===== config.mk =====
export PLATFORM = sky130hd
export DESIGN_NAME = slc_cell
export DESIGN_NICKNAME = d
export VERILOG_FILES = /design/src/hw/rtl/slc_pkg.sv /design/src/hw/rtl/slc_cell.sv
export SDC_FILE = /design/constraint.sdc
export NUM_CORES = 2
export LEC_CHECK = 0
export ABC_CLOCK_PERIOD_IN_PS = 9300
export BUFFER_PORTS_ARGS = -buffer_cell sky130_fd_sc_hd__buf_4
export CAP_MARGIN = 10
export CORE_MARGIN = 4
export CORE_UTILIZATION = 30
export CTS_CLUSTER_SIZE = 24
export DETAILED_ROUTE_END_ITERATION = 8
export PLACE_DENSITY_LB_ADDON = 0.15
export REMOVE_ABC_BUFFERS = 1
export SYNTH_ARGS = -nofsm -noshare
export SYNTH_HDL_FRONTEND = slang
export SYNTH_SLANG_ARGS = --single-unit

===== constraint.sdc =====
create_clock -name clk_i -period 9.3 [get_ports clk_i]
set_input_delay 2.79 -clock clk_i [delete_from_list [all_inputs] [get_ports clk_i]]
set_output_delay 2.79 -clock clk_i [all_outputs]
set_load 0.05 [all_outputs]

===== src/hw/rtl/slc_pkg.sv =====
// Shared types and constants for the streaming linear convolution block.
`timescale 1ns / 1ps

package slc_pkg;

  localparam int SAMPLE_BITS  = 24;
  localparam int RESULT_BITS  = 54;
  localparam int MAX_TAPS_DEF = 64;

  localparam logic OP_TAP    = 1'b0;
  localparam logic OP_SAMPLE = 1'b1;

  typedef struct packed {
    logic                          op;
    logic signed [SAMPLE_BITS-1:0] sample;
    logic                          is_last;
  } in_item_t;

  typedef struct packed {
    logic signed [RESULT_BITS-1:0] result;
    logic                          last_out;
  } out_item_t;

  // broadcast from the sequencer to every cell
  typedef struct packed {
    logic shift;
    logic clr_hist;
    logic clr_taps;
    logic tap_we;
  } cell_ctrl_t;

endpackage


===== src/hw/rtl/slc_cell.sv =====
// One cell of the tap chain: kernel tap, delay-line slot, product and partial sum.
`timescale 1ns / 1ps

module slc_cell #(
  parameter int IDX_W = 6,
  parameter int IDX   = 0
) (
  input  logic                                   clk_i,
  input  logic                                   rst_ni,
  input  slc_pkg::cell_ctrl_t                    ctrl_i,
  input  logic [IDX_W-1:0]                       tap_idx_i,
  input  logic signed [slc_pkg::SAMPLE_BITS-1:0] tap_data_i,
  input  logic signed [slc_pkg::SAMPLE_BITS-1:0] hist_i,
  input  logic signed [slc_pkg::RESULT_BITS-1:0] acc_i,
  output logic signed [slc_pkg::SAMPLE_BITS-1:0] hist_o,
  output logic signed [slc_pkg::RESULT_BITS-1:0] acc_o
);

  localparam int SB = slc_pkg::SAMPLE_BITS;
  localparam int RB = slc_pkg::RESULT_BITS;

  logic signed [SB-1:0]   tap_q;
  logic signed [SB-1:0]   hist_q;
  logic signed [2*SB-1:0] prod_q;
  logic signed [RB-1:0]   acc_q;
  logic                   sel;

  assign sel = ctrl_i.tap_we && (tap_idx_i == IDX_W'(IDX));

  always_ff @(posedge clk_i or negedge rst_ni) begin
    if (!rst_ni) begin
      tap_q  <= '0;
      hist_q <= '0;
    end else begin
      if (ctrl_i.clr_taps) begin
        tap_q <= sel ? tap_data_i : '0;
      end else if (sel) begin
        tap_q <= tap_data_i;
      end
      if (ctrl_i.clr_hist) begin
        hist_q <= '0;
      end else if (ctrl_i.shift) begin
        hist_q <= hist_i;
      end
    end
  end

  always_ff @(posedge clk_i) begin
    prod_q <= tap_q * hist_q;
    acc_q  <= acc_i + RB'(prod_q);
  end

  assign hist_o = hist_q;
  assign acc_o  = acc_q;

endmodule


# --- Word level (Yosys, flattened, before mapping) ---
# Index checks and enable logic that the tools add are counted.
totals:
  out_inout_bits: 78
  word_cells: 15
  reg_bits: 150
op_classes:
  reduce_logical: 4
  mux: 5
  mul: 1
  addsub: 1
ops:
  columns: ["op", "count"]
  rows:
  - ["24-bit 2-to-1 mux", 5]
  - ["54-bit by 48-bit adder with 54-bit output", 1]
  - ["24-bit by 24-bit multiplier with 48-bit output", 1]
  - ["6-bit logical NOT", 1]
  - ["2-bit nonzero test", 2]
  - ["1-bit logical AND", 1]

# --- Logic depth before layout (Yosys ltp) ---
logic_depth:
  word_depth: 4
  depth_mapped: 28

# --- Least setup slack after synthesis ---
# Ideal clock, no wire load.
synth_path:
  path_kind: "register to register"
  start: "reg hist_q[3] (netlist: hist_o[3])"
  end: "reg prod_q[47]"
  n_path_buf: 3
  required_time_ns: 9.179
  path_stages_with_launch: 27
  t_arrival_ns: 7.064
  setup_slack_ns: 2.115
  setup_time_ns: 0.121
  cell_sequence: "dfrtp_1 > clkbuf_1 > clkbuf_1 > nand2_1 > fa_1 > inv_1 > fa_1 > inv_1 > fa_1 > fa_1 > inv_1 > fa_1 > fa_1 > inv_1 > fa_1 > inv_1 > ha_1 > clkbuf_1 > nand3_1 > or4_1 > o31ai_1 > o31ai_1 > o2111ai_1 > nand3_1 > o21ai_1 > a21oi_1 > xnor2_1"
synth_via:
  elab_chain_len: 1
synth_rtl:
  columns: ["item", "line", "text"]
  rows:
  - ["from (decl)", "slc_cell.sv:23", "logic signed [SB-1:0] hist_q;"]
  - ["from (signal assigned)", "slc_cell.sv:43", "hist_q <= hist_i;"]
  - ["24-bit by 24-bit multiplier with 48-bit output", "slc_cell.sv:49", "prod_q <= tap_q * hist_q;"]
  - ["to (signal assigned)", "slc_cell.sv:49", null]
  - ["to (decl)", "slc_cell.sv:24", "logic signed [2*SB-1:0] prod_q;"]
# No other way between the ends.
# A chain may end at the register's enable or synchronous reset.

# --- Final worst setup path ---
layout_path:
  start: "reg hist_q[3] (netlist: hist_o[3])"
  end: "reg prod_q[46]"
# The elaborated chain is that of the path after synthesis.

==> metrics.md <==
| Metric | Value |
|---|---|
| # Post-CTS Setup Buffers | 0 |
| Core area | 91800 sq um |
| Overall routing resource usage | 18.0% |
| Hold WC Path Type | flip-flop to flip-flop |
| Required @ worst endpoint | 9.68 ns |
| Post-synth top area cell | fa_1 |
| Area Growth Syn to Fin | 12.5% |
| Starting DRT DRC Count | 876 |
| WL final | 84000 um |
| Worst-skew pair later-pin latency | 0.49 ns |
| Worst r2r path cells | 24 |
| Die Y | 312 um |
| Final-report hold violation count | 0 |
| Post-synthesis async set-or-reset flop share | 32.0% |
| Vias in the first global route | 22768 |
| I/O Pins | 192 |
| Design area | 31300 sq um |
| Crit path kind | flip-flop to flip-flop |
| Filler cell count | 9564 |
| FF/Latch Area | 3240 sq um |
| Post-Syn Area per Cell | 9.39 sq um |
| Layout cells sized above 1 | 8.94% |
| Post-cts sizing count | 0 |
| Final #Nets | 4006 |
| Sequential share of the synthesized area | 11.7% |
| CTS Sinks | 150 |
| Number of synthesized register bits | 150 |
| Worst flop-to-flop path endpoint | prod_q[46] |
| Synth top area share | 43.8% |
| Max Clock Skew | 0.0102 ns |
| Outcome | completed |
| Crit path from | hist_o[3] |
| Pleak | 16.1 nW |
| Crit-path max FO | 19 |
| Reg2reg start | hist_o[3] |
| Worst Setup End Kind | flip-flop |
| Worst hold endpoint | acc_o[0] |
| Via count | 19837 |
| WP data arrival | 8.24 ns |
| Drt pass-1 iters | 5 |
| Clock Root Buffer | clkbuf_16 |
| Top-count cell post-synth | inv_1 |
| TritonCTS buffer count | 17 |
| Clock Path Buffers | 2 |
| Area of the multi-input gates | 21800 sq um |
| GR Overflow Total | 0 |
| Hold path start | prod_q[0] |
| Pint | 1.39 mW |
| # setup viols final | 0 |
| Synth warn | 0 |
| CTS tree | yes |
| Post-Synthesis Cells | 2961 |
| Worst IR Drop VDD | 0.129 mV |
| Row count | 111 |
| GP Congestion | 0.826 |
| Slew headroom | 25.0% |
| Unrepaired setup endpoints after global routing | no |
| Initial antenna violation count | 4 |
| Worst-Margin Slew | 1.12 ns |
| R2R setup slack | 1.44 ns |
| Net Sw Frac | 39.0% |
| Library cells used by synthesis | 65 |
| Main synth FF type | dfxtp_1 |
| Setup TNS | 0 ns |
| Clock-pin slew on the worst setup and hold paths | 0.06 ns |
| HPWL after DPL | 70400 um |
| Period minus WS final | 7.86 ns |
| Synth area leaders | fa_1 44%, ha_1 8.4%, inv_1 8.3%, dfxtp_1 7.3%, and2_1 6.1% |
| Residual DRC count | 0 |
| Vias/cell | 4.56 |
| Placed instance area | 30700 sq um |
| Port bufs | 191 |
| H-tree levels | 4 |
| Die Area | 97600 sq um |
| Max-cap violations | 0 |
| Post-synth top cells | 611 x inv_1, 608 x fa_1, 356 x nand2_1 |
| Final period utilization | 84.6% |
| Max Freq | 0.127 GHz |
| First-pass GRT wire length | 135000 um |
| Clock network fraction of total power | 31.3% |
| Wirelength per Cell | 19.3 um |
| Post-route ant nets | 0 |
| Seq pwr share | 34.3% |
| Die width | 312 um |
| Initial Utilization | 30.3% |
| Startpoint types | flip-flop |
| Hold depth | 1 |
| Max Slew Vio Count | 0 |
| Pwr dens | 72.6 nW/um^2 |
| Post-Syn Area | 27800 sq um |
| Pin count of the biggest net entering global routing | 49 |
| Comb pwr share | 34.4% |
| Psw | 0.885 mW |
| EDFF count, synth | 0 |
| # hold bufs at CTS | 0 |
## state kept, by name, summed over array words and instances, names as in the netlist
signal	cells
acc_o	54
hist_o	24
prod_q	48
tap_q	24
## through the flow
stage / power [mW] / worst slack (ns) / hold WS, ns / cells / utilization [%]
floorplan: 1.27 / 2.18 / 0.420 / 2838 / -
global placement: 1.59 / 1.51 / 0.458 / 4321 / 33.4
detailed placement: 1.59 / 1.45 / 0.454 / 4321 / 33.4
CTS: 2.32 / 1.41 / 0.471 / 4353 / 34.1
global route: 2.40 / 0.931 / 0.486 / 4354 / 34.1
finish: 2.27 / 1.44 / 0.457 / 4354 / 34.1
## how the worst max path moves through the flow
stage | endpoint | slack [ns] | cells after the start
floorplan | prod_q[46] | 2.18 | 24
global placement | prod_q[46] | 1.51 | 24
detailed placement | prod_q[46] | 1.45 | 24
CTS | prod_q[46] | 1.41 | 24
global route | prod_q[47] | 0.93 | 24
finish | prod_q[46] | 1.44 | 24
## cells in the final DEF (no fill, tap or decap), types with 5 or more instances in the layout
master     instances
ha_1             187
dfrtp_1           48
nor2_1            88
dfxtp_1          102
a21oi_1           96
mux2i_1           26
nand2b_1          40
o21ai_0           49
a211oi_1          12
o21a_1             7
or3_1              8
o41ai_1            5
and2_1           273
and3_1            10
xor2_1            32
nand3_1           27
buf_4            240
o21ai_1           27
xnor2_1           71
a21o_1            41
nor2b_1            6
a31oi_1            5
inv_1            611
nand2_1          356
clkbuf_16         19
nand4_1            9
nor3_1             9
fa_1             608
o21bai_1          17
## worst max-delay path, cell delays in order (launching register included)
cell and delay (ns):
dfrtp_1 1.08, nand2_1 0.19, fa_1 0.58, inv_1 0.05, fa_1 0.48, inv_1 0.07, fa_1 0.50, fa_1 0.52
inv_1 0.05, fa_1 0.46, fa_1 0.52, inv_1 0.07, fa_1 0.47, inv_1 0.04, ha_1 0.37, a21o_1 0.19
a211oi_1 0.23, nor2_1 0.08, o41ai_1 0.48, o21ai_0 0.21, o31a_1 0.36, a21o_1 0.21, o41ai_4 0.29, nand4b_1 0.14
o311ai_1 0.09
## metal layers
layer	part of all wire [%]	vias to the layer above	wire length [um]	track usage, %
li1	-	9202	-	-
met1	44	10247	36600	22.8
met3	3.0	60	2520	2.08
met4	1.7	0	1430	3.87
met2	52	328	43500	32.9
met5	0	-	0	0
## cells by family after synthesis
kind of cell	share of synthesized area, %
simple gates	15.1
xor+xnor	3.25
mux	0.936
fa+ha+maj	52.2
flops	11.7
compound gates	6.91
buf+inv	9.94
## layout make-up
type,instances,area share (%)
diodes,1,0.00800
clock buffers,25,1.69
clock inverters,7,0.172
inverters,612,7.34
multi-input cells,2076,69.7
flip-flops and latches,150,10.4
well taps,1243,4.97
repair buffers,240,5.76
## power by group through the flow
| stage | combinational [mW] | clock, mW | sequential [mW] |
|---|---|---|---|
| after detailed placement | 0.792 | 0 | 0.795 |
| after global placement | 0.795 | 0 | 0.794 |
| after global routing | 0.848 | 0.767 | 0.787 |
| after floorplan | 0.292 | 0 | 0.980 |
| final | 0.781 | 0.711 | 0.778 |
| after CTS | 0.793 | 0.750 | 0.781 |
Power figures use the tool's default switching activity.
