[src/hw/rtl/slc_pkg.sv]
// Shared types and constants for the streaming linear convolution block.
`timescale 1ns / 1ps

package slc_pkg;

  localparam int SAMPLE_BITS  = 24;
  localparam int RESULT_BITS  = 54;
  localparam int MAX_TAPS_DEF = 64;

  localparam logic OP_TAP    = 1'b0;
  localparam logic OP_SAMPLE = 1'b1;

  typedef struct packed {
    logic                          op;
    logic signed [SAMPLE_BITS-1:0] sample;
    logic                          is_last;
  } in_item_t;

  typedef struct packed {
    logic signed [RESULT_BITS-1:0] result;
    logic                          last_out;
  } out_item_t;

  // broadcast from the sequencer to every cell
  typedef struct packed {
    logic shift;
    logic clr_hist;
    logic clr_taps;
    logic tap_we;
  } cell_ctrl_t;

endpackage

[src/hw/rtl/slc_ctrl.sv]
// Sequencer: kernel bookkeeping, sweep timing, tail generation and output register.
`timescale 1ns / 1ps

module slc_ctrl #(
  parameter int MAX_TAPS = slc_pkg::MAX_TAPS_DEF,
  parameter int IDX_W    = 6
) (
  input  logic                                   clk_i,
  input  logic                                   rst_ni,
  input  logic                                   in_valid_i,
  output logic                                   in_stall_o,
  input  slc_pkg::in_item_t                      in_data_i,
  output logic                                   out_valid_o,
  input  logic                                   out_stall_i,
  output slc_pkg::out_item_t                     out_data_o,
  input  logic signed [slc_pkg::RESULT_BITS-1:0] acc_last_i,
  output slc_pkg::cell_ctrl_t                    ctrl_o,
  output logic [IDX_W-1:0]                       tap_idx_o,
  output logic signed [slc_pkg::SAMPLE_BITS-1:0] shift_data_o
);

  localparam int CW   = $clog2(MAX_TAPS + 1);
  localparam int TW   = $clog2(MAX_TAPS + 2);
  localparam logic [0:0] ST_IDLE = 1'b0;
  localparam logic [0:0] ST_RUN  = 1'b1;

  logic [0:0]         state_q, state_d;
  logic [CW-1:0]      load_q, load_d, klen_q, klen_d, rem_q, rem_d;
  logic               done_q, done_d, last_q, last_d;
  logic [TW-1:0]      cnt_q, cnt_d;
  logic               out_valid_q, out_valid_d;
  slc_pkg::out_item_t out_data_q;

  logic          in_acc, tap_acc, smp_acc, emit;
  logic [CW-1:0] load_eff, load_nxt;

  assign in_stall_o = (state_q != ST_IDLE);
  assign in_acc     = in_valid_i && !in_stall_o;
  assign tap_acc    = in_acc && (in_data_i.op == slc_pkg::OP_TAP);
  assign smp_acc    = in_acc && (in_data_i.op == slc_pkg::OP_SAMPLE);
  assign emit       = (state_q == ST_RUN) && (cnt_q == TW'(MAX_TAPS + 1))
                      && (!out_valid_q || !out_stall_i);

  assign load_eff = done_q ? '0 : load_q;
  assign load_nxt = (load_eff < CW'(MAX_TAPS)) ? load_eff + CW'(1) : load_eff;

  assign ctrl_o.tap_we   = tap_acc && (load_eff < CW'(MAX_TAPS));
  assign ctrl_o.clr_taps = tap_acc && done_q;
  assign ctrl_o.clr_hist = (tap_acc && done_q) || (emit && last_q && (rem_q == '0));
  assign ctrl_o.shift    = smp_acc || (emit && (rem_q != '0));
  assign tap_idx_o       = load_eff[IDX_W-1:0];
  assign shift_data_o    = smp_acc ? in_data_i.sample : '0;

  always_comb begin
    state_d     = state_q;
    load_d      = load_q;
    klen_d      = klen_q;
    done_d      = done_q;
    rem_d       = rem_q;
    last_d      = last_q;
    cnt_d       = cnt_q;
    out_valid_d = out_valid_q;

    if (out_valid_q && !out_stall_i) begin
      out_valid_d = 1'b0;
    end
    if (tap_acc) begin
      load_d = load_nxt;
      if (in_data_i.is_last) begin
        klen_d = load_nxt;
        done_d = 1'b1;
      end else if (done_q) begin
        klen_d = '0;
        done_d = 1'b0;
      end
    end
    if (smp_acc) begin
      state_d = ST_RUN;
      last_d  = in_data_i.is_last;
      rem_d   = (in_data_i.is_last && (klen_q != '0)) ? klen_q - CW'(1) : '0;
    end
    if (emit) begin
      out_valid_d = 1'b1;
      if (rem_q != '0) begin
        rem_d = rem_q - CW'(1);
      end else begin
        state_d = ST_IDLE;
      end
    end
    if (ctrl_o.shift) begin
      cnt_d = '0;
    end else if ((state_q == ST_RUN) && (cnt_q != TW'(MAX_TAPS + 1))) begin
      cnt_d = cnt_q + TW'(1);
    end
  end

  always_ff @(posedge clk_i or negedge rst_ni) begin
    if (!rst_ni) begin
      state_q     <= ST_IDLE;
      load_q      <= '0;
      klen_q      <= '0;
      done_q      <= 1'b0;
      rem_q       <= '0;
      last_q      <= 1'b0;
      cnt_q       <= '0;
      out_valid_q <= 1'b0;
    end else begin
      state_q     <= state_d;
      load_q      <= load_d;
      klen_q      <= klen_d;
      done_q      <= done_d;
      rem_q       <= rem_d;
      last_q      <= last_d;
      cnt_q       <= cnt_d;
      out_valid_q <= out_valid_d;
    end
  end

  always_ff @(posedge clk_i) begin
    if (emit) begin
      out_data_q.result   <= (klen_q == '0) ? '0 : acc_last_i;
      out_data_q.last_out <= last_q && (rem_q == '0);
    end
  end

  assign out_valid_o = out_valid_q;
  assign out_data_o  = out_data_q;

endmodule

[config.mk]
export PLATFORM = sky130hd
export DESIGN_NAME = slc_ctrl
export DESIGN_NICKNAME = d
export VERILOG_FILES = /design/src/hw/rtl/slc_pkg.sv /design/src/hw/rtl/slc_ctrl.sv
export SDC_FILE = /design/constraint.sdc
export NUM_CORES = 1
export LEC_CHECK = 0
export BUFFER_PORTS_ARGS = -buffer_cell sky130_fd_sc_hd__clkbuf_2
export CORE_MARGIN = 10
export CORE_UTILIZATION = 50
export CTS_CLUSTER_SIZE = 10
export DETAILED_ROUTE_END_ITERATION = 16
export GPL_TIMING_DRIVEN = 0
export PLACE_DENSITY = 0.88
export SETUP_SLACK_MARGIN = 0.1
export SYNTH_ARGS = -nofsm -noshare
export SYNTH_HDL_FRONTEND = slang
export SYNTH_SLANG_ARGS = --single-unit
[constraint.sdc]
create_clock -name clk_i -period 7.2 [get_ports clk_i]
set_input_delay 1.08 -clock clk_i [delete_from_list [all_inputs] [get_ports clk_i]]
set_output_delay 1.08 -clock clk_i [all_outputs]
set_load 0.01 [all_outputs]
## Word-level counts from Yosys, hierarchy flattened

Cells that the tools add are included.

| word-level totals | value |
|---|---|
| flip-flop bits (word level) | 87 |
| input bits | 84 |
| output and inout port bits | 91 |
| logic and storage cells | 63 |

| cells by class | value |
|---|---|
| $add $sub $neg | 4 |
| magnitude comparators | 1 |
| equal/unequal tests | 2 |
| mux-type cells | 17 |
| bitwise gates (word level) | 1 |
| reductions and logical operators | 28 |

Operator list:

| cell | count |
|---|---|
| 2-to-1 mux 7 bit | 10 |
| 2-to-1 mux 24 bit | 1 |
| adder 7 x 1 -> 7 bit, second input constant | 2 |
| logical AND 1 bit | 14 |
| logical NOT 7 bit | 2 |
| nonzero test 7 bit | 2 |
| subtractor 7 x 1 -> 7 bit, second input constant | 2 |
| == test 7 bit, second input constant | 1 |
| < comparator 7 bit, second input constant | 1 |
| inequality test 7 bit, second input constant | 1 |
| 2-to-1 mux 1 bit | 6 |
| nonzero test 2 bit | 3 |
| logical NOT 1 bit | 3 |
| logical OR 1 bit | 3 |
| AND reduction 2 bit | 1 |
| NOT 1 bit | 1 |

## Depth between registers and ports, before layout

| logic depth | value |
|---|---|
| depth in word-level cells | 6 |
| mapped depth | 8 |
| depth with buffers taken out | 7 |

## Worst setup path after synthesis

No wires, ideal clock.

| timing | value |
|---|---|
| kind | input -> output |
| start | input out_stall_i |
| end | output ctrl_o[2] (netlist name) |
| data arrival time | 3.042 ns |
| required time | 6.120 ns |
| slack | 3.078 ns |
| cell stages on the path | 5 |
| buffers on the path | 1 |
| path through | nand2_1 or3b_1 clkbuf_2 inv_1 a21o_1 |

RTL lines:

| what | RTL line | source |
|---|---|---|
| from (decl) | slc_ctrl.sv:14 | `input logic out_stall_i,` |
| to (decl) | slc_ctrl.sv:17 | `output slc_pkg::cell_ctrl_t ctrl_o,` |

==> qor.csv <==
metric,value,unit
worst slew slack as a fraction of its limit,41.7,%
kind of critical path,reg -> out,
GPL Wtd Cong,0.907,
worst path bufs/invs,3,
placeable core area,0.00781,mm²
total die area,0.0121,mm²
result of the run,"finished, final reports clean",
final-layout setup total negative slack,0,ns
mapped cell area,0.00405,mm²
share of total power in sequential cells,57.0,%
via count of the first global-routing pass,3454,
Mapped Nets,437,
Mapped Avg Cell Area,11.7,µm²
RSZ-0062 raised after global routing,no,
Hold Path Origin,last_q,
count of final hold-check violations,0,
DR vias/cell,5.21,
DRC viols,0,
worst hold path class,reg -> reg,
Power Dens Cells,178,mW/mm²
element type at the critical path end,output port,
maximum level of the CTS H-tree,3,
detailed router's first-iteration violation count,305,
initial antenna violation count,0,
delay contributed by the slowest stage of the critical path,0.59,ns
Synth warnings,0,
number of distinct library cells after synthesis,47,
static power due to leakage,2.33,nW
prevailing post-synth register cell,sky130_fd_sc_hd__edfxtp_1,
maximum capacitance violations,0,
share of total power consumed by net switching,22.5,%
end point of the most critical hold path,last_q,
Async SR Flop Fraction,36.8,%
total clock buffers created by CTS,9,
"Setup Fix Bufs, Post-CTS",0,
wire length after detailed routing,11100,µm
Most common cell on crit path,sky130_fd_sc_hd__clkbuf_2,
gate count of the mapped netlist,346,
vias after detailed routing,3328,
IO Count,175,
leading area contributor after synthesis,sky130_fd_sc_hd__edfxtp_1,
clock transition at the register clock pins on the worst setup and hold paths after CTS,0.08,ns
busiest layer in global routing,met2,
top cell family by delay on the critical path,simple AND/OR/NAND/NOR gates,
global-route track usage on met3,7.02,%
"Clk Latency, worst-skew pair",0.36,ns
number of enable-type register cells in the synthesized netlist,55,
final global-route overflow total,0,
reg-to-reg endpoint,rem_q[1],
Final Max Slew Viols,0,
"critical path fanouts, max",36,
initial core utilization,51.9,%
GR met2 Demand/Resource,29.1,%
Ant. Diodes,0,
cells along the critical path,or4b_4 > or3b_1 > clkbuf_2 > inv_2 > a21o_1 > clkbuf_2,
fraction of layout cells with a size suffix above 1,36.9,%
average routed wire per standard cell,17.4,µm
Gate power share,6.5,%
first-pass GRT wire length,17200,µm
width of the chip,110,µm
maximum number of pins on one net before global-route repair,37,
synthesis-to-layout area growth,30.2,%
Final min period,3.94,ns
Synth area leaders,"sky130_fd_sc_hd__edfxtp_1 41%, sky130_fd_sc_hd__dfrtp_1 20%, sky130_fd_sc_hd__and2_1 12%",
deepest clock path buffer count,2,
Switching Power,212,µW
Yosys top cell area share,40.7,%
floorplan row count,32,
# resized after CTS,0,
count of final setup violators,0,
worst voltage drop across the vdd grid,110,µV
Max Clk Rate,254,MHz
number of nets in the final layout,623,
"commonest non-fill, non-tap cells in the layout","175 x sky130_fd_sc_hd__clkbuf_2, 80 x sky130_fd_sc_hd__and2_1, 55 x sky130_fd_sc_hd__edfxtp_1",
data arrival time at the worst-slack endpoint,2.86,ns
cells on worst reg2reg path,6,
met1 layer usage reported by global route,22.5,%
clock root buffer,sky130_fd_sc_hd__clkbuf_8,
required time at the endpoint of the critical path,6.12,ns
IO Port Bufs,174,
proportion of power drawn by the clock network,36.5,%
worst hold path depth,2,
sequential cell area fraction in the yosys report,60.5,%
Sink Count,87,
Worst path slowest cell,sky130_fd_sc_hd__or4b_4,
"Period Utilization, post-route",54.7,%
post-detailed-route count of antenna-violating nets,0,
internal power of the cells,730,µW
half-perimeter wire length after placement,8850,µm
final setup skew,0.0151,ns
Die Span Y,110,µm
transition time at the pin with the least slew margin,0.873,ns
Startpoint Class,flip-flop,
fill count,581,
register-to-register path setup slack,4.35,ns
CTS tree,yes,
global-route usage over all layers,18.2,%
worst flop-to-flop path startpoint,cnt_q[3],
first drt pass iteration count,4,
"flops & latches, synth",87,
Hold WS,0.483,ns
# hold bufs at CTS,0,
"most common cell after layout, fill and taps aside",sky130_fd_sc_hd__clkbuf_2,
-- state kept, by name (all words and copies together), names as in the netlist, 7 cells and up --
register and flops:
load_q 7, rem_q 7, klen_q 7, out_data_o 55
cnt_q 7
-- final cells by class --
type	instances	area (µm²)	share of cell area (%)
Multi-Input combinational cell	230	1480	28.0
Timing Repair Buffer	175	898	17.0
Tap cell	102	128	2.42
Sequential cell	87	2450	46.5
Inverter	13	48.8	0.924
Buffer	16	72.6	1.37
Clock buffer	10	128	2.42
Clock inverter	6	71.3	1.35
-- per-layer routing --
metal	vias up	share of wire, %
met5	-	0
met1	1554	40
met2	186	46
li1	1579	-
met3	9	14
met4	0	0.88
-- worst max path at each step --
stage / startpoint / endpoint / slack, ns / depth (start not counted)
2_1_floorplan: out_stall_i / ctrl_o[2] / 3.08 / 5
3_3_place_gp: out_stall_i / ctrl_o[2] / 2.43 / 7
3_5_place_dp: out_stall_i / ctrl_o[2] / 3.46 / 7
4_1_cts: cnt_q[3] / ctrl_o[2] / 3.23 / 6
5_1_grt: cnt_q[3] / ctrl_o[2] / 3.10 / 6
6_report: cnt_q[3] / ctrl_o[2] / 3.26 / 6
-- power by group through the flow --
stage               registers (mW)  logic (mW)  clock network (mW)
finish                       0.537      0.0612               0.344
global route                 0.537      0.0700               0.375
CTS                          0.537      0.0625               0.350
detailed placement           0.548      0.0620                   0
global placement             0.548      0.0590                   0
floorplan                    0.547      0.0286                   0
-- per-stage QoR --
stage,instance area [µm²],power [mW],utilization (%),setup WS (ns),cells
CTS,5280,0.950,67.6,3.23,639
floorplan,4050,0.576,-,3.08,346
detailed placement,5080,0.610,65.1,3.46,623
global placement,5050,0.607,64.7,2.43,622
finish,5280,0.942,67.6,3.26,639
global route,5280,0.982,67.6,3.10,639
-- worst register-to-register path, stage by stage (launching register included) --
cell                       delay (ns)
sky130_fd_sc_hd__dfrtp_1         0.43
sky130_fd_sc_hd__or4b_4          0.59
sky130_fd_sc_hd__or3b_1          0.38
sky130_fd_sc_hd__clkbuf_2        0.18
sky130_fd_sc_hd__inv_2           0.59
sky130_fd_sc_hd__nand2_1         0.29
sky130_fd_sc_hd__o221ai_1        0.29
-- synth_stat cells (all sizes together) (3+ instances only) --
| master | number |
|---|---|
| and2 | 80 |
| edfxtp | 55 |
| dfrtp | 32 |
| nand2 | 17 |
| clkbuf | 15 |
| o21ai | 14 |
| inv | 13 |
| nor2 | 13 |
| nand3 | 9 |
| xor2 | 9 |
| nand4 | 8 |
| nor2b | 8 |
| ha | 7 |
| nor3 | 6 |
| a21oi | 5 |
| o211ai | 5 |
| a21o | 4 |
| xnor2 | 4 |
| a211oi | 3 |
| and3 | 3 |
| nand3b | 3 |
| nor3b | 3 |
| or3 | 3 |
-- cells by family (layout without fill, tap and decap cells) --
| family | count (synthesis) | count (layout) | share of synthesized area [%] |
|---|---|---|---|
| multiplexers | 2 | 2 | 0.525 |
| buffers and inverters | 29 | 220 | 2.99 |
| AO/OA/AOI/OAI | 45 | 45 | 7.50 |
| XOR/XNOR | 13 | 13 | 2.81 |
| flip-flops | 87 | 87 | 60.5 |
| adder cells (fa/ha/maj) | 7 | 7 | 2.16 |
| AND/OR/NAND/NOR | 163 | 163 | 23.5 |
Note: power is estimated with default switching activity, not from simulation.
